### config.mk
export PLATFORM = sky130hd
export DESIGN_NAME = csgpm_back
export DESIGN_NICKNAME = d
export VERILOG_FILES = /design/src/design/csgpm_pkg.sv /design/src/design/csgpm_back.sv
export SDC_FILE = /design/constraint.sdc
export NUM_CORES = 2
export LEC_CHECK = 0
export BUFFER_PORTS_ARGS = -buffer_cell sky130_fd_sc_hd__buf_2
export CORE_MARGIN = 2
export CORE_UTILIZATION = 57
export CTS_CLUSTER_SIZE = 25
export DETAILED_ROUTE_END_ITERATION = 8
export PLACE_DENSITY = 0.78
export SYNTH_ARGS = -nofsm -noshare
export SYNTH_HDL_FRONTEND = slang
export SYNTH_SLANG_ARGS = --single-unit
### constraint.sdc
create_clock -name aclk -period 8.6 [get_ports aclk]
set_input_delay 0.86 -clock aclk [delete_from_list [all_inputs] [get_ports aclk]]
set_output_delay 0.86 -clock aclk [all_outputs]
set_load 0.02 [all_outputs]
### src/design/csgpm_pkg.sv
// ----------------------------------------------------------------------------
// csgpm_pkg
// Shared types, constants and tables for the stereo channel strip.
// ----------------------------------------------------------------------------
package csgpm_pkg;

    localparam int METER_CHANNELS = 2;

    localparam int SAMPLE_W = 24;
    localparam int GAIN_W   = 20;
    localparam int DECAY_W  = 16;
    localparam int PROD_W   = SAMPLE_W + GAIN_W + 1;
    localparam int DIV_W    = 32;
    localparam int DIVR_W   = 17;
    localparam int RECIP_W  = 32;
    localparam int ADDR_W   = 5;

    typedef enum logic [2:0] {
        REG_VOLUME  = 3'd0,
        REG_VCA     = 3'd1,
        REG_PAN     = 3'd2,
        REG_AUDIBLE = 3'd3,
        REG_SILENCE = 3'd4,
        REG_DECAY   = 3'd5
    } reg_idx_t;

    typedef struct packed {
        logic signed [11:0] volume_db;
        logic signed [10:0] vca_offset_db;
        logic signed [15:0] pan_position;
        logic               audible;
        logic signed [11:0] silence_threshold_db;
        logic [15:0]        meter_decay;
    } cfg_t;

    typedef struct packed {
        logic              busy;
        logic [GAIN_W-1:0] left;
        logic [GAIN_W-1:0] right;
    } gain_t;

    typedef struct packed {
        logic signed [PROD_W-1:0] prod_l;
        logic signed [PROD_W-1:0] prod_r;
        logic                     audible;
        logic                     block_end;
    } item_t;

    localparam logic [63:0] DB_STEP_Q28  = 64'd270373970;
    localparam logic [31:0] PI_Q30       = 32'd3373259426;
    localparam logic [30:0] Q30_ONE      = 31'h4000_0000;
    localparam logic [31:0] P_ONE_Q28    = 32'h1000_0000;

    // Repeated squaring of the 1/16 dB step, rounded at each step.
    function automatic logic [8:0][31:0] db_step_tab();
        logic [8:0][31:0] tab;
        logic [63:0]      f;
        f = DB_STEP_Q28;
        for (int i = 0; i < 9; i++) begin
            tab[i] = f[31:0];
            f = (f * f + 64'h800_0000) >> 28;
        end
        return tab;
    endfunction

    localparam logic [8:0][31:0] DB_STEP = db_step_tab();

    // Divisor 10^(5-d) for decade d below five; the gain is
    // ((P + 8*K) >> 4) / K there, and (P*10^(d-5) + 8) >> 4 above.
    localparam logic [4:0][DIVR_W-1:0] DEC_DIV = {
        17'd10, 17'd100, 17'd1000, 17'd10000, 17'd100000
    };

    // Horner divisors: cosine entries 0..3, sine entries 4..7.
    localparam logic [7:0][6:0] POLY_DIV = {
        7'd6, 7'd20, 7'd42, 7'd72, 7'd2, 7'd12, 7'd30, 7'd56
    };

    // floor(2^32 / k), used as the reciprocal estimate.
    function automatic logic [RECIP_W-1:0] recip32(input logic [DIVR_W-1:0] k);
        logic [63:0] r;
        r = (64'd1 << 32) / 64'(k);
        return r[RECIP_W-1:0];
    endfunction

    function automatic logic [4:0][RECIP_W-1:0] dec_rcp_tab();
        logic [4:0][RECIP_W-1:0] tab;
        for (int i = 0; i < 5; i++) begin
            tab[i] = recip32(DEC_DIV[i]);
        end
        return tab;
    endfunction

    function automatic logic [7:0][RECIP_W-1:0] poly_rcp_tab();
        logic [7:0][RECIP_W-1:0] tab;
        for (int i = 0; i < 8; i++) begin
            tab[i] = recip32(DIVR_W'(POLY_DIV[i]));
        end
        return tab;
    endfunction

    localparam logic [4:0][RECIP_W-1:0] DEC_RCP  = dec_rcp_tab();
    localparam logic [7:0][RECIP_W-1:0] POLY_RCP = poly_rcp_tab();

endpackage

### src/design/csgpm_back.sv
// ----------------------------------------------------------------------------
// csgpm_back
// Output stage: round and saturate, track block peaks, update meters.
// ----------------------------------------------------------------------------
module csgpm_back (
    input  logic                                aclk,
    input  logic                                aresetn,
    input  logic                                pop_valid,
    output logic                                pop_ready,
    input  csgpm_pkg::item_t                    pop_item,
    input  logic [csgpm_pkg::DECAY_W-1:0]       meter_decay,
    output logic                                m_valid,
    input  logic                                m_ready,
    output logic signed [csgpm_pkg::SAMPLE_W-1:0] m_out_left,
    output logic signed [csgpm_pkg::SAMPLE_W-1:0] m_out_right,
    output logic [csgpm_pkg::SAMPLE_W-1:0]      m_meter_left,
    output logic [csgpm_pkg::SAMPLE_W-1:0]      m_meter_right
);
    import csgpm_pkg::*;

    localparam bit TWO_CH = METER_CHANNELS >= 2;

    function automatic logic signed [SAMPLE_W-1:0] round_sat(
        input logic signed [PROD_W-1:0] prod
    );
        logic signed [PROD_W:0] q;
        logic signed [PROD_W-16:0] y;
        q = {prod[PROD_W-1], prod} + (PROD_W+1)'(32768);
        y = q[PROD_W:16];
        if (y > (PROD_W-15)'(8388607)) begin
            return 24'sh7F_FFFF;
        end else if (y < -(PROD_W-15)'(8388608)) begin
            return 24'sh80_0000;
        end
        return y[SAMPLE_W-1:0];
    endfunction

    function automatic logic [SAMPLE_W-1:0] mag(input logic signed [SAMPLE_W-1:0] y);
        return y[SAMPLE_W-1] ? SAMPLE_W'(-y) : y;
    endfunction

    logic                       ov_reg;
    logic signed [SAMPLE_W-1:0] yl_reg, yr_reg;
    logic [SAMPLE_W-1:0]        ml_reg, mr_reg;
    logic [SAMPLE_W-1:0]        peak_l_reg, peak_l_next;
    logic [SAMPLE_W-1:0]        peak_r_reg, peak_r_next;
    logic [SAMPLE_W-1:0]        lvl_l_reg, lvl_l_next;
    logic [SAMPLE_W-1:0]        lvl_r_reg, lvl_r_next;
    logic signed [SAMPLE_W-1:0] yl_w, yr_w;
    logic [SAMPLE_W-1:0]        pl_w, pr_w;
    logic [SAMPLE_W+DECAY_W-1:0] dl_w, dr_w;
    logic                       pop;

    assign pop_ready = !ov_reg || m_ready;
    assign pop       = pop_valid && pop_ready;

    always_comb begin
        yl_w = '0;
        yr_w = '0;
        pl_w = peak_l_reg;
        pr_w = peak_r_reg;
        if (pop_item.audible) begin
            yl_w = round_sat(pop_item.prod_l);
            yr_w = round_sat(pop_item.prod_r);
            if (mag(yl_w) > pl_w) begin
                pl_w = mag(yl_w);
            end
            if (TWO_CH && mag(yr_w) > pr_w) begin
                pr_w = mag(yr_w);
            end
        end
        dl_w = lvl_l_reg * meter_decay;
        dr_w = lvl_r_reg * meter_decay;

        peak_l_next = pl_w;
        peak_r_next = pr_w;
        lvl_l_next  = lvl_l_reg;
        lvl_r_next  = lvl_r_reg;
        if (pop_item.block_end) begin
            lvl_l_next  = (pl_w > dl_w[SAMPLE_W+DECAY_W-1:DECAY_W]) ?
                          pl_w : dl_w[SAMPLE_W+DECAY_W-1:DECAY_W];
            lvl_r_next  = !TWO_CH ? '0 :
                          (pr_w > dr_w[SAMPLE_W+DECAY_W-1:DECAY_W]) ?
                          pr_w : dr_w[SAMPLE_W+DECAY_W-1:DECAY_W];
            peak_l_next = '0;
            peak_r_next = '0;
        end
    end

    always_ff @(posedge aclk) begin
        if (!aresetn) begin
            ov_reg     <= 1'b0;
            peak_l_reg <= '0;
            peak_r_reg <= '0;
            lvl_l_reg  <= '0;
            lvl_r_reg  <= '0;
        end else begin
            if (pop) begin
                ov_reg     <= 1'b1;
                peak_l_reg <= peak_l_next;
                peak_r_reg <= peak_r_next;
                lvl_l_reg  <= lvl_l_next;
                lvl_r_reg  <= lvl_r_next;
            end else if (m_ready) begin
                ov_reg <= 1'b0;
            end
        end
    end

    always_ff @(posedge aclk) begin
        if (pop) begin
            yl_reg <= yl_w;
            yr_reg <= yr_w;
            ml_reg <= lvl_l_next;
            mr_reg <= lvl_r_next;
        end
    end

    assign m_valid       = ov_reg;
    assign m_out_left    = yl_reg;
    assign m_out_right   = yr_reg;
    assign m_meter_left  = ml_reg;
    assign m_meter_right = mr_reg;

endmodule

==> flow_summary.toml <==
[timing]
hold_violations = 0
worst_pin_slew_ps = 1140
timing.fmax_ghz = 0.118
drv_slew = 0
finalSetupViolCount = 0
skew_ps = 12.3
grt_setup_unrepaired = "yes"
period_share_pct = 98.6
slew_headroom_pct = 23.5
fin_crit_ps = 8480

[cells_and_area]
fill_cells = 5157
nets = 5812
multi_input_area_um2 = 29500
fin_util_pct = 67.5
layout-drive-gt1-share_pct = 18.4
seqCellArea_um2 = 4840
syn_to_final_growth_pct = 16.7

[synth]
synthTopCellsByArea = "fa_1 33%, ha_1 11%, edfxtp_1 7.7%, inv_1 7.3%, nand2_1 6.9%"
yosys_warnings = 0
avgSynthCellArea_um2 = 8.55
synthCells = 4375
synth_top_area_share_pct = 32.6
synth.yosys.seq_area_share_pct = 12.9
synth_top_cell_by_area = "fa_1"
synth_nets = 5415
synth_cell_types = 96
ys.flop_type = "dfxtp_1"
synth-async-reset-ratio_pct = 0
yosysMostFrequentCell = "inv_1"
synth_top_cells_by_count = "724 x inv_1, 689 x nand2_1, 610 x fa_1"
synth_edf_count = 96
ys_seq_elements = 193
syn-cell-area_um2 = 37400

[place]
gp_congestion = 0.957
hpwlAfterDp_um = 88600
numPortBuffers = 179

[floorplanning]
io_pins = 210
die_h_um = 260
die_w_um = 260
fp.dieArea_um2 = 67700
initial_core_util_pct = 57.8
core_um2 = 64700
rows = 93

[critical_path]
slowest_stage = "fa_1"
endpoint_kind = "register"
critPathTopFamily = "adder cells"
cp.required_ps = 8900
path_buf_inv = 13
critPathMaxStageDelay_ps = 550
path_class = "in -> reg"
crit_path_frequent_cell = "fa_1"
cp-start-kind = "primary input"
critical_path.max_fanout = 6
arrival_ps = 8780

[route]
wire_per_inst_um = 19.6
drc = 0
via_per_inst = 5.83
firstDrtPassIters = 8
drtAntennaViolNets = 0
drtIter0Drc = 3071
via_count = 32876
routed_wl_um = 111000

[clock_network]
clockBufferDepth = 2
cts_root_buffer = "clkbuf_16"
clk_latency_ps = 470
numCtsBuffers = 17
clkTransAtPathRegs_ps = 80
cts_tree = "built"
cts_hold_buf = 0
htreeDepth = 4
cts_sinks = 193

[power]
p_total_mw = 13.8
p_leak_nw = 20.5
ir_worst_vdd_v = 0.000333
power.density_nw_per_um2 = 316

[global_routing]
grt_pass1_wl_um = 175000
overflow = 0
grt_usage_pct = 32.6
grt_max_degree = 70
antenna_found_initial = 4
grt_pass1_vias = 33698

[run]
max-cap-violations = 0

[status]
status = "completed"

[min_path]
holdCritPathClass = "reg -> reg"
where the power goes:
| group | leakage, nW | total, mW | internal (mW) | switching [mW] |
|---|---|---|---|---|
| registers | 1.75 | 1.29 | 1.15 | 0.145 |
| clock network | 0.307 | 0.880 | 0.450 | 0.430 |
| logic | 18.4 | 11.6 | 5.47 | 6.17 |
cell type report:
cell class | count | area share (%)
inverter | 728 | 6.26
sequential | 193 | 11.1
multi-input combinational | 3190 | 67.5
clock buffer | 17 | 0.974
antenna | 2 | 0.0115
timing repair buffer | 642 | 11.3
clock inverter | 15 | 0.493
tap | 855 | 2.45
metal layers:
layer	vias up	routed length [µm]	GRT usage [%]
li1	14827	-	-
met1	16307	43800	43.4
met2	1493	53400	54.1
met3	247	9400	5.12
met4	2	4020	11.3
met5	-	13	0
final timing paths:
path / startpoint / to / slack (ps) / cells past startpoint
max: meter_decay[4] / m_meter_left[14] / 120 / 37
min: peak_l_reg[20] / peak_l_reg[20] / 460 / 2
max reg2reg: lvl_l_reg[12] / m_meter_left[14] / 180 / 33
min reg2reg: peak_l_reg[20] / peak_l_reg[20] / 460 / 2
worst reg2reg max path: cells and delay by family, from the launching register on:
kind	cells	cell delay [ps]
xor gates and xnor gates	1	130
and+or+nand+nor	6	940
DFF	1	450
adders and majority gates	8	3600
AOI/OAI and AO/OA	9	1610
muxes	1	350
buffers and inverters	8	1160
repair_timing:
action / CTS / global route
hold endpoints to repair: 0 / 0
gates resized for setup: 22 / 216
endpoints found under the setup margin: 58 / 96
buffers inserted: 1 / 28
pin swaps: 2 / 101
cloned: 0 / 7
per-stage QoR:
stage / cell area (µm²) / hold slack (ps) / worst slack (ps) / std cells / TNS, ps
4_1_cts: 42500 / 460 / 0.166 / 5605 / 0
6_report: 43700 / 457 / 120 / 5642 / 0
3_3_place_gp: 41800 / 438 / -559 / 5572 / -36790
5_1_grt: 43700 / 479 / -148 / 5642 / -4020
2_1_floorplan: 37500 / 425 / 6.38 / 4375 / 0
3_5_place_dp: 41800 / 442 / -656 / 5572 / -44510
logic make-up after synthesis:
kind of cell / after synthesis / share of synthesized area, %
xor+xnor: 110 / 2.57
compound gates: 630 / 11.3
fa+ha+maj: 928 / 43.3
simple gates: 1463 / 18.3
buf+inv: 992 / 10.0
mux: 59 / 1.68
flops: 193 / 12.9
cell usage in the layout, fill, tap and decap left out, types with 21 or more instances in the layout:
cell,synthesis,final
a211oi_1,24,22
a21o_1,51,51
a21oi_1,178,159
a21oi_2,2,21
a22oi_1,21,21
a31oi_1,33,30
and2_1,226,224
and3_1,30,28
buf_2,18,164
buf_4,0,415
buf_6,1,26
clkbuf_16,0,22
dfxtp_1,97,82
edfxtp_1,96,96
fa_1,610,601
ha_1,318,306
inv_1,724,717
mux2_2,30,27
mux2i_1,29,23
nand2_1,689,679
nand3_1,65,61
nand4_1,53,53
nor2_1,242,236
nor3_1,45,43
o21a_1,21,21
o21ai_0,109,100
xnor2_1,71,64
xor2_1,39,38
(Power assumes the default switching activity.)
