===== config.mk =====
export PLATFORM = sky130hd
export DESIGN_NAME = csgpm_queue
export DESIGN_NICKNAME = d
export VERILOG_FILES = /design/src/design/csgpm_pkg.sv /design/src/design/csgpm_queue.sv
export SDC_FILE = /design/constraint.sdc
export NUM_CORES = 1
export LEC_CHECK = 0
export BUFFER_PORTS_ARGS = -buffer_cell sky130_fd_sc_hd__buf_2
export CAP_MARGIN = 20
export CORE_UTILIZATION = 52
export DETAILED_ROUTE_END_ITERATION = 8
export GPL_TIMING_DRIVEN = 0
export PLACE_DENSITY = 0.78
export SLEW_MARGIN = 20
export SYNTH_ARGS = -nofsm -noshare
export SYNTH_HDL_FRONTEND = slang
export SYNTH_SLANG_ARGS = --single-unit

===== constraint.sdc =====
create_clock -name aclk -period 3.65 [get_ports aclk]
set_input_delay 0.5475 -clock aclk [delete_from_list [all_inputs] [get_ports aclk]]
set_output_delay 0.5475 -clock aclk [all_outputs]
set_load 0.03 [all_outputs]

===== src/design/csgpm_pkg.sv =====
// ----------------------------------------------------------------------------
// csgpm_pkg
// Shared types, constants and tables for the stereo channel strip.
// ----------------------------------------------------------------------------
package csgpm_pkg;

    localparam int METER_CHANNELS = 2;

    localparam int SAMPLE_W = 24;
    localparam int GAIN_W   = 20;
    localparam int DECAY_W  = 16;
    localparam int PROD_W   = SAMPLE_W + GAIN_W + 1;
    localparam int DIV_W    = 32;
    localparam int DIVR_W   = 17;
    localparam int RECIP_W  = 32;
    localparam int ADDR_W   = 5;

    typedef enum logic [2:0] {
        REG_VOLUME  = 3'd0,
        REG_VCA     = 3'd1,
        REG_PAN     = 3'd2,
        REG_AUDIBLE = 3'd3,
        REG_SILENCE = 3'd4,
        REG_DECAY   = 3'd5
    } reg_idx_t;

    typedef struct packed {
        logic signed [11:0] volume_db;
        logic signed [10:0] vca_offset_db;
        logic signed [15:0] pan_position;
        logic               audible;
        logic signed [11:0] silence_threshold_db;
        logic [15:0]        meter_decay;
    } cfg_t;

    typedef struct packed {
        logic              busy;
        logic [GAIN_W-1:0] left;
        logic [GAIN_W-1:0] right;
    } gain_t;

    typedef struct packed {
        logic signed [PROD_W-1:0] prod_l;
        logic signed [PROD_W-1:0] prod_r;
        logic                     audible;
        logic                     block_end;
    } item_t;

    localparam logic [63:0] DB_STEP_Q28  = 64'd270373970;
    localparam logic [31:0] PI_Q30       = 32'd3373259426;
    localparam logic [30:0] Q30_ONE      = 31'h4000_0000;
    localparam logic [31:0] P_ONE_Q28    = 32'h1000_0000;

    // Repeated squaring of the 1/16 dB step, rounded at each step.
    function automatic logic [8:0][31:0] db_step_tab();
        logic [8:0][31:0] tab;
        logic [63:0]      f;
        f = DB_STEP_Q28;
        for (int i = 0; i < 9; i++) begin
            tab[i] = f[31:0];
            f = (f * f + 64'h800_0000) >> 28;
        end
        return tab;
    endfunction

    localparam logic [8:0][31:0] DB_STEP = db_step_tab();

    // Divisor 10^(5-d) for decade d below five; the gain is
    // ((P + 8*K) >> 4) / K there, and (P*10^(d-5) + 8) >> 4 above.
    localparam logic [4:0][DIVR_W-1:0] DEC_DIV = {
        17'd10, 17'd100, 17'd1000, 17'd10000, 17'd100000
    };

    // Horner divisors: cosine entries 0..3, sine entries 4..7.
    localparam logic [7:0][6:0] POLY_DIV = {
        7'd6, 7'd20, 7'd42, 7'd72, 7'd2, 7'd12, 7'd30, 7'd56
    };

    // floor(2^32 / k), used as the reciprocal estimate.
    function automatic logic [RECIP_W-1:0] recip32(input logic [DIVR_W-1:0] k);
        logic [63:0] r;
        r = (64'd1 << 32) / 64'(k);
        return r[RECIP_W-1:0];
    endfunction

    function automatic logic [4:0][RECIP_W-1:0] dec_rcp_tab();
        logic [4:0][RECIP_W-1:0] tab;
        for (int i = 0; i < 5; i++) begin
            tab[i] = recip32(DEC_DIV[i]);
        end
        return tab;
    endfunction

    function automatic logic [7:0][RECIP_W-1:0] poly_rcp_tab();
        logic [7:0][RECIP_W-1:0] tab;
        for (int i = 0; i < 8; i++) begin
            tab[i] = recip32(DIVR_W'(POLY_DIV[i]));
        end
        return tab;
    endfunction

    localparam logic [4:0][RECIP_W-1:0] DEC_RCP  = dec_rcp_tab();
    localparam logic [7:0][RECIP_W-1:0] POLY_RCP = poly_rcp_tab();

endpackage


===== src/design/csgpm_queue.sv =====
// ----------------------------------------------------------------------------
// csgpm_queue
// Two-entry queue between the input stage and the output stage.
// ----------------------------------------------------------------------------
module csgpm_queue (
    input  logic             aclk,
    input  logic             aresetn,
    input  logic             push_valid,
    output logic             push_ready,
    input  csgpm_pkg::item_t push_item,
    output logic             pop_valid,
    input  logic             pop_ready,
    output csgpm_pkg::item_t pop_item
);
    import csgpm_pkg::*;

    item_t      entry_reg [2];
    logic       wr_ptr_reg;
    logic       rd_ptr_reg;
    logic [1:0] count_reg;
    logic       push;
    logic       pop;

    assign push_ready = count_reg != 2'd2;
    assign pop_valid  = count_reg != 2'd0;
    assign push       = push_valid && push_ready;
    assign pop        = pop_valid && pop_ready;
    assign pop_item   = entry_reg[rd_ptr_reg];

    always_ff @(posedge aclk) begin
        if (!aresetn) begin
            wr_ptr_reg <= 1'b0;
            rd_ptr_reg <= 1'b0;
            count_reg  <= 2'd0;
        end else begin
            if (push) begin
                wr_ptr_reg <= !wr_ptr_reg;
            end
            if (pop) begin
                rd_ptr_reg <= !rd_ptr_reg;
            end
            if (push && !pop) begin
                count_reg <= count_reg + 1'b1;
            end else if (pop && !push) begin
                count_reg <= count_reg - 1'b1;
            end
        end
    end

    always_ff @(posedge aclk) begin
        if (push) begin
            entry_reg[wr_ptr_reg] <= push_item;
        end
    end

endmodule


==> flow_summary.ini, run 1 <==
[drt]
drt_first_pass_iters = 4
viasPerCell = 5.04
wl_per_cell_um = 17.0
vias = 3555
ant_nets = 0
routed_wl_mm = 12.0
drc = 0
drt_iter0_drc = 179

[setup_path]
worst-setup-path-type = reg -> out
crit_arrival_ps = 1700
cp_top_family = buffers and inverters
worstPathRequired_ps = 3100
crit_fanout = 10
rr_worst_depth = 3
worstPathCellList = buf_4 -> buf_6 -> mux2_2 -> buf_2
end_kind = output port
startpoint_type = flop
cp_slowest_cell = mux2_2
r2r-start = count_reg[0]
path_buf_inv = 3
slowest_delay_ps = 350
timing.rr.end = entry_reg[1][6]
r2r_slack_ps = 1730

[final_layout]
largest_reg_flops = 184
syn_to_final_growth_pct = 27.1
nets = 617
num_antenna_cells = 0
drive_gt1_share_pct = 61.0

[cts]
path_clk_slew_ps = 60
root_buffer = clkbuf_16
cts_tree = built
cts_resized = 0
cts-hold-fix-buffers = 0
postCtsSetupBuffers = 0
numCtsBuffers = 17
cts_num_sinks = 189
h-tree-depth = 4
cts_buffer_depth = 2
clkLatencyLatePin_ps = 420

[pwr]
p_clk_share_pct = 29.5
power.density_nw_per_um2 = 768
combinationalPowerShare_pct = 29.3
internal-power_w = 0.00471
total_power_w = 0.00674
vdd_ir_drop_max_v = 0.000394
power_frac_seq_pct = 41.2
switching_share_pct = 30.2
leakagePower_nw = 3.29
switchingPower_w = 0.00204

[yosys]
syn-num-nets = 407
syn_inst = 310
ys_seq_area_share_pct = 81.4
ys_types = 21
ys_seq_elements = 189
syn_area_um2 = 6910
avgSynthCellArea_um2 = 22.3
synth_warnings = 0

[global_routing]
grt_pass1_wl_mm = 17.3
antenna_found_initial = 0
grt_use_total_pct = 17.6
grt_max_degree = 48
grt_overflow = 0
first_global_vias = 3517

[floorplanning]
core_area_um2 = 12800
fp-row-count = 41
ios = 190
die_x_um = 117
start_util_pct = 54.1
dieArea_um2 = 13700
die_h_um = 117

[hold_path]
hp-start = push_item[35]
holdPathStages = 1
hold_path_class = in -> reg
whs_endpoint = entry_reg[1][35]

[timing]
final_hold_viol_count = 0
slew_headroom_pct = 54.5
worstMarginPinSlew_ps = 683
rsz0062_at_grt = no
layout_worst_path_cycle_share_pct = 61.7
clock.fmax_mhz = 444
min_period_ps = 2250
finalSetupViolations = 0
fin_skew_ps = 4.04
maxSlewViolCount = 0
setup_ws_ps = 1400

[place]
port_buffers = 189
place.gp.congestion = 0.665
pre_cts_ws_ps = 1640
dpl.hpwl_mm = 7.88

[flow_run]
cap_violations = 0

[status]
status = finished clean
power by group through the flow:
| stage | clock network, W | registers, W | logic (W) |
|---|---|---|---|
| 6_report | 0.00199 | 0.00278 | 0.00198 |
| 4_1_cts | 0.00202 | 0.00278 | 0.00201 |
| 2_1_floorplan | 0 | 0.00283 | 0.00146 |
| 5_1_grt | 0.00210 | 0.00280 | 0.00211 |
| 3_5_place_dp | 0 | 0.00283 | 0.00200 |
| 3_3_place_gp | 0 | 0.00285 | 0.00194 |
worst reg2reg max path, delay by kind of cell, from the launching register on:
| family | cells | cell delay, ps |
|---|---|---|
| buf+inv | 1 | 330 |
| flops | 1 | 420 |
| simple gates | 2 | 820 |
cells in the final DEF (no fill, tap or decap), types with 2 or more instances in the layout:
cell and count:
buf_2 190, clkbuf_8 3, edfxtp_1 184, buf_16 2
buf_6 8, and2_1 4, bufinv_16 5, xnor2_1 2
clkbuf_1 5, mux2_2 92, clkbuf_16 17, dfxtp_1 5
worst max-delay path by stage:
stage                       startpoint                to  slack (ps)  cells after the start
after floorplan           count_reg[0]   entry_reg[1][0]         370                      2
after global placement      push_valid  entry_reg[1][79]        -680                      2
after detailed placement    push_valid  entry_reg[1][74]        1640                      3
after CTS                         flop      pop_item[81]        1360                      4
after global routing              flop      pop_item[81]        1340                      4
final                             flop      pop_item[81]        1400                      4
synthesized netlist by cell type:
cell type,n,area [µm²]
and3_1,1,6.26
buf_4,1,7.51
a21boi_1,1,7.51
mux2_2,92,1040
or3_1,1,6.26
dfxtp_1,5,100
buf_2,1,5.00
edfxtp_1,184,5530
xor2_1,1,8.76
o21ai_1,1,5.00
ha_1,1,12.5
a21bo_2,1,10.0
a21boi_0,1,7.51
and2_1,4,25.0
inv_1,1,3.75
xnor2_1,2,17.5
or2_2,1,6.26
nand3b_1,1,7.51
nand2b_4,1,13.8
o21ai_0,1,5.00
buf_6,8,90.1
cell families (layout without fill, tap and decap cells):
family	Yosys count	after routing	share of synthesized area, %
compound gates	5	5	0.507
xor+xnor	3	3	0.381
fa+ha+maj	1	1	0.181
buf+inv	11	234	1.54
flops	189	189	81.4
mux	92	92	15.0
simple gates	9	9	0.942
metrics by stage:
stage | TNS [ps] | hold WS, ps | utilization, % | std cells | area, µm²
finish | 0 | 315 | 68.7 | 705 | 8780
global placement | -81380 | 524 | 63.2 | 671 | 8070
detailed placement | 0 | 556 | 63.7 | 673 | 8130
CTS | 0 | 296 | 68.7 | 705 | 8780
floorplan | 0 | 512 | - | 310 | 6910
global route | 0 | 297 | 68.7 | 705 | 8780
layout make-up:
type / count / area (µm²)
Sequential cell: 189 / 5630
Fill cell: 866 / 3990
Multi-Input combinational cell: 110 / 1180
Timing Repair Buffer: 191 / 1000
Clock buffer: 25 / 485
Tap cell: 172 / 215
Clock inverter: 7 / 163
Buffer: 10 / 103
Inverter: 1 / 8.76
routing by layer:
metal,share of wire (%),GRT usage (%),vias up
met4,2.0,8.52,0
li1,-,-,1649
met3,8.4,5.92,20
met5,0,0,-
met1,39,19.8,1756
met2,51,30.1,130
Power figures use the tool's default switching activity.
==> run 2, diff against run 1 <==
CORE_UTILIZATION = 47   (was 52)
PLACE_DENSITY = 0.75   (was 0.78)
clock period = 1.9 ns   (was 3.65 ns; I/O delays follow)
==> run 2 against run 1 <==
Compared with the run above: count of clock-buffer cells in the layout shrank 5; critical path depth is the same; sequential power grew 94%; flip-flop and latch count is the same.
==> flow_summary.ini, run 2 (same netlist as run 1, synthesis figures left out) <==
[global_routing]
first_global_vias = 3712
grt_max_degree = 50
grt_use_total_pct = 17.0
grt_pass1_wl_mm = 18.7
antenna_found_initial = 1
grt_overflow = 0

[final_layout]
register_area_um2 = 5630
nets = 627
num_antenna_cells = 0
layout_common_cells = edfxtp_1 (184), buf_2 (107), buf_6 (83), mux2_4 (56), mux2_2 (36)
finalInstanceArea_um2 = 9690
multi_input_area_um2 = 1400
syn_to_final_growth_pct = 40.3
largest_reg_flops = 184
n_fill_cell = 954
final_common_cell = edfxtp_1
drive_gt1_share_pct = 62.0

[floorplanning]
die_x_um = 123
core_area_um2 = 14100
die_h_um = 123
fp-row-count = 43
start_util_pct = 49.0
dieArea_um2 = 15200
ios = 190

[cts]
cts_tree = built
cts_num_sinks = 189
numCtsBuffers = 17
root_buffer = clkbuf_16
path_clk_slew_ps = 70
clkLatencyLatePin_ps = 420
h-tree-depth = 4
cts_buffer_depth = 2

[setup_path]
crit_fanout = 10
timing.rr.end = count_reg[1]
crit_arrival_ps = 1610
startpoint_type = flop
end_kind = output port
r2r_slack_ps = 240
worstPathRequired_ps = 1620
endpoint = pop_item[64]
rr_worst_depth = 5
r2r-start = count_reg[1]
worst-setup-path-type = reg -> out

[drt]
routed_wl_mm = 13.4
drc = 0
drt_first_pass_iters = 4
viasPerCell = 5.05
ant_nets = 0
wl_per_cell_um = 18.6
vias = 3648
drt_iter0_drc = 142

[pwr]
internal-power_w = 0.00973
combinationalPowerShare_pct = 37.9
switching_share_pct = 30.8
switchingPower_w = 0.00432
vdd_ir_drop_max_v = 0.000965
p_clk_share_pct = 23.8
power.density_nw_per_um2 = 1450
leakagePower_nw = 3.71
power_frac_seq_pct = 38.2

[flow_run]
cap_violations = 0

[timing]
clock.fmax_mhz = 529
slew_headroom_pct = 62.2
fin_skew_ps = 5.66
maxSlewViolCount = 0
layout_worst_path_cycle_share_pct = 99.6
final_hold_viol_count = 0
finalSetupViolations = 0
rsz0062_at_grt = yes
final.setup.tns_ps = 0
worstMarginPinSlew_ps = 567
min_period_ps = 1890

[place]
port_buffers = 189
place_area_um2 = 8180
place.gp.congestion = 0.677
dpl.hpwl_mm = 8.24

[hold_path]
hold_path_class = in -> reg

[status]
status = finished clean
run 2: layout make-up:
class                           instances  share of cell area (%)
Sequential cell                       189                    58.1
Timing Repair Buffer                  200                    17.4
Multi-Input combinational cell        111                    14.4
Clock buffer                           20                    4.51
Tap cell                              180                    2.32
Buffer                                 10                    1.89
Clock inverter                         11                    1.25
Inverter                                1                  0.0775
run 2: worst min-delay path by stage:
stage	from	endpoint	slack, ps	depth (start not counted)
floorplan	push_item[0]	entry_reg[0][0]	380	0
global placement	push_item[1]	entry_reg[0][1]	470	1
detailed placement	push_item[2]	entry_reg[0][2]	480	1
CTS	push_item[68]	entry_reg[0][68]	30	1
global route	push_item[74]	entry_reg[0][74]	30	1
finish	push_item[37]	entry_reg[0][37]	50	1
run 2: what timing repair did:
action | in CTS | in global routing
setup endpoints to repair | 80 | 156
resized for setup | 121 | 147
gates cloned | 2 | 3
buffers inserted | 1 | 2
hold buffers | 0 | 0
run 2: per-layer routing:
| layer | share of wire (%) | GRT usage, % |
|---|---|---|
| met1 | 38 | 19.6 |
| met2 | 54 | 29.0 |
| met3 | 6.7 | 5.67 |
| met4 | 1.3 | 7.00 |
| met5 | 0.12 | 0 |
run 2: per-stage QoR:
stage,total power (W),std cells,hold WS (ps),utilization (%),setup WS (ps)
final,0.0141,722,51.1,68.7,8.16
after global placement,0.00919,679,473,57.3,-1220
after CTS,0.0134,717,31.7,65.1,-60.1
after detailed placement,0.00933,683,476,58.1,45.2
after floorplan,0.00821,310,384,-,-528
after global routing,0.0146,722,32.0,68.7,-55.3
run 2: power by group through the flow:
| stage | combinational (W) | sequential [W] | clock, W |
|---|---|---|---|
| global placement | 0.00375 | 0.00544 | 0 |
| finish | 0.00533 | 0.00538 | 0.00335 |
| CTS | 0.00461 | 0.00537 | 0.00341 |
| global route | 0.00559 | 0.00542 | 0.00356 |
| floorplan | 0.00281 | 0.00541 | 0 |
| detailed placement | 0.00390 | 0.00543 | 0 |
run 2: worst max-delay path, stage by stage, from the launching register on:
cell and delay, ps:
dfxtp_4 400, buf_12 160, buf_12 140, mux2_2 350
buf_6 140
==> run 3, diff against run 2 <==
--- a/config.mk
+++ b/config.mk
@@ -11,2 +11,3 @@
 export DETAILED_ROUTE_END_ITERATION = 8
+export GPL_ROUTABILITY_DRIVEN = 0
 export GPL_TIMING_DRIVEN = 0
--- a/constraint.sdc
+++ b/constraint.sdc
@@ -3,2 +3,2 @@
 set_output_delay 0.285 -clock aclk [all_outputs]
-set_load 0.03 [all_outputs]
+set_load 0.01 [all_outputs]
==> run 3 against run 2 <==
Compared with the run above: hold slack about the same; core utilization decreased by 3.6 points; first-iteration DRC count decreased by 11%; critical path depth unchanged; non-clock buffer count unchanged; largest power group unchanged.
==> flow_summary.ini, run 3 (same netlist as run 1, synthesis figures left out) <==
[cts]
cts_tree = built
cts_num_sinks = 189
cts_buffer_depth = 2
path_clk_slew_ps = 70
h-tree-depth = 4
numCtsBuffers = 17
clkLatencyLatePin_ps = 420
cts-hold-fix-buffers = 0
root_buffer = clkbuf_16

[drt]
drc = 0
viasPerCell = 5.00
routed_wl_mm = 12.9
drt_first_pass_iters = 4
wl_per_cell_um = 17.9
drt_iter0_drc = 126
vias = 3608
ant_nets = 0

[timing]
rsz0062_at_grt = yes
worstMarginPinSlew_ps = 559
layout_worst_path_cycle_share_pct = 99.5
slew_headroom_pct = 62.7
min_period_ps = 1890
maxSlewViolCount = 0
clock.fmax_mhz = 529
fin_skew_ps = 6.27
final_hold_viol_count = 0
finalSetupViolations = 0

[final_layout]
instances_no_fill = 722
final_common_cell = edfxtp_1
syn_to_final_growth_pct = 32.8
register_area_um2 = 5630
layout_common_cells = edfxtp_1 (184), buf_2 (160), mux2_2 (79), buf_6 (30), clkbuf_16 (19)
n_fill_cell = 1002
finalInstanceArea_um2 = 9170
multi_input_area_um2 = 1240
drive_gt1_share_pct = 62.0
largest_reg_flops = 184
num_antenna_cells = 0
nets = 627

[global_routing]
grt_max_degree = 50
grt_use_total_pct = 16.8
antenna_found_initial = 1
grt_overflow = 0
grt_pass1_wl_mm = 18.5
first_global_vias = 3671

[floorplanning]
ios = 190
core_area_um2 = 14100
fp-row-count = 43
die_x_um = 123
start_util_pct = 49.0
die_h_um = 123
dieArea_um2 = 15200

[place]
port_buffers = 189
place_area_um2 = 8180
dpl.cell_count = 683
dpl.hpwl_mm = 8.24

[setup_path]
r2r-start = count_reg[1]
worst-setup-path-type = reg -> out
worstPathRequired_ps = 1620
crit_fanout = 10
end_kind = output port
r2r_slack_ps = 250
endpoint = pop_item[26]
rr_worst_depth = 5
crit_arrival_ps = 1610
timing.rr.end = count_reg[1]
startpoint_type = flop

[flow_run]
cap_violations = 0

[hold_path]
hold_path_class = in -> reg
hp-start = push_item[68]

[pwr]
vdd_ir_drop_max_v = 0.000869
power.density_nw_per_um2 = 1340
leakagePower_nw = 3.45

[status]
status = finished clean
[run 3: cell types whose count changed in the layout (fill, tap and decap cells not counted)]
cell    previous run  this run
buf_12            10         6
buf_2            107       160
buf_6             83        30
buf_8              1         5
mux2_2            36        79
mux2_4            56        13
[run 3: layer usage]
metal | track usage [%] | vias up | routed length (µm) | share of wire [%]
li1 | - | 1681 | - | -
met3 | 5.72 | 16 | 887 | 6.9
met2 | 28.5 | 134 | 6630 | 51
met5 | 0 | - | 16 | 0.12
met1 | 19.5 | 1775 | 5180 | 40
met4 | 7.23 | 2 | 189 | 1.5
[run 3: critical path, stage by stage (launching register included)]
cell,delay [ps]
dfxtp_4,400
buf_12,150
buf_8,140
mux2_2,350
buf_2,140
[run 3: layout make-up]
| class | count | share of cell area (%) |
|---|---|---|
| clock buffers | 20 | 4.76 |
| inverters | 1 | 0.0818 |
| multi-input cells | 111 | 13.5 |
| flip-flops and latches | 189 | 61.4 |
| plain buffers | 10 | 1.77 |
| clock inverters | 11 | 1.32 |
| repair buffers | 200 | 14.8 |
| well taps | 180 | 2.45 |
[run 3: worst min path at each step]
stage	end	slack [ps]	cells after the start
2_1_floorplan	entry_reg[0][0]	380	0
3_3_place_gp	entry_reg[0][1]	470	1
3_5_place_dp	entry_reg[0][2]	480	1
4_1_cts	entry_reg[0][68]	30	1
5_1_grt	entry_reg[0][17]	30	1
6_report	entry_reg[0][68]	50	1
[run 3: through the flow]
stage / hold WS, ps / setup TNS, ps / setup WS [ps] / util [%] / power [W]
after floorplan: 384 / -65290 / -478 / - / 0.00722
after global placement: 473 / -182420 / -1220 / 57.3 / 0.00822
after detailed placement: 476 / 0 / 45.2 / 58.1 / 0.00836
after CTS: 31.7 / -420 / -24.1 / 63.3 / 0.0120
after global routing: 31.5 / -1680 / -51.8 / 65.1 / 0.0128
final: 51.0 / 0 / 9.07 / 65.1 / 0.0123
[run 3: power by group]
group / internal [W] / switching, W / total (W)
logic: 0.00196 / 0.00161 / 0.00357
clock network: 0.00192 / 0.00141 / 0.00333
registers: 0.00521 / 0.000156 / 0.00536
[run 3: repair_timing]
| action | CTS | global route |
|---|---|---|
| resized for setup | 26 | 36 |
| setup endpoints to repair | 80 | 149 |
| cloned | 2 | 3 |
| setup buffers | 1 | 2 |
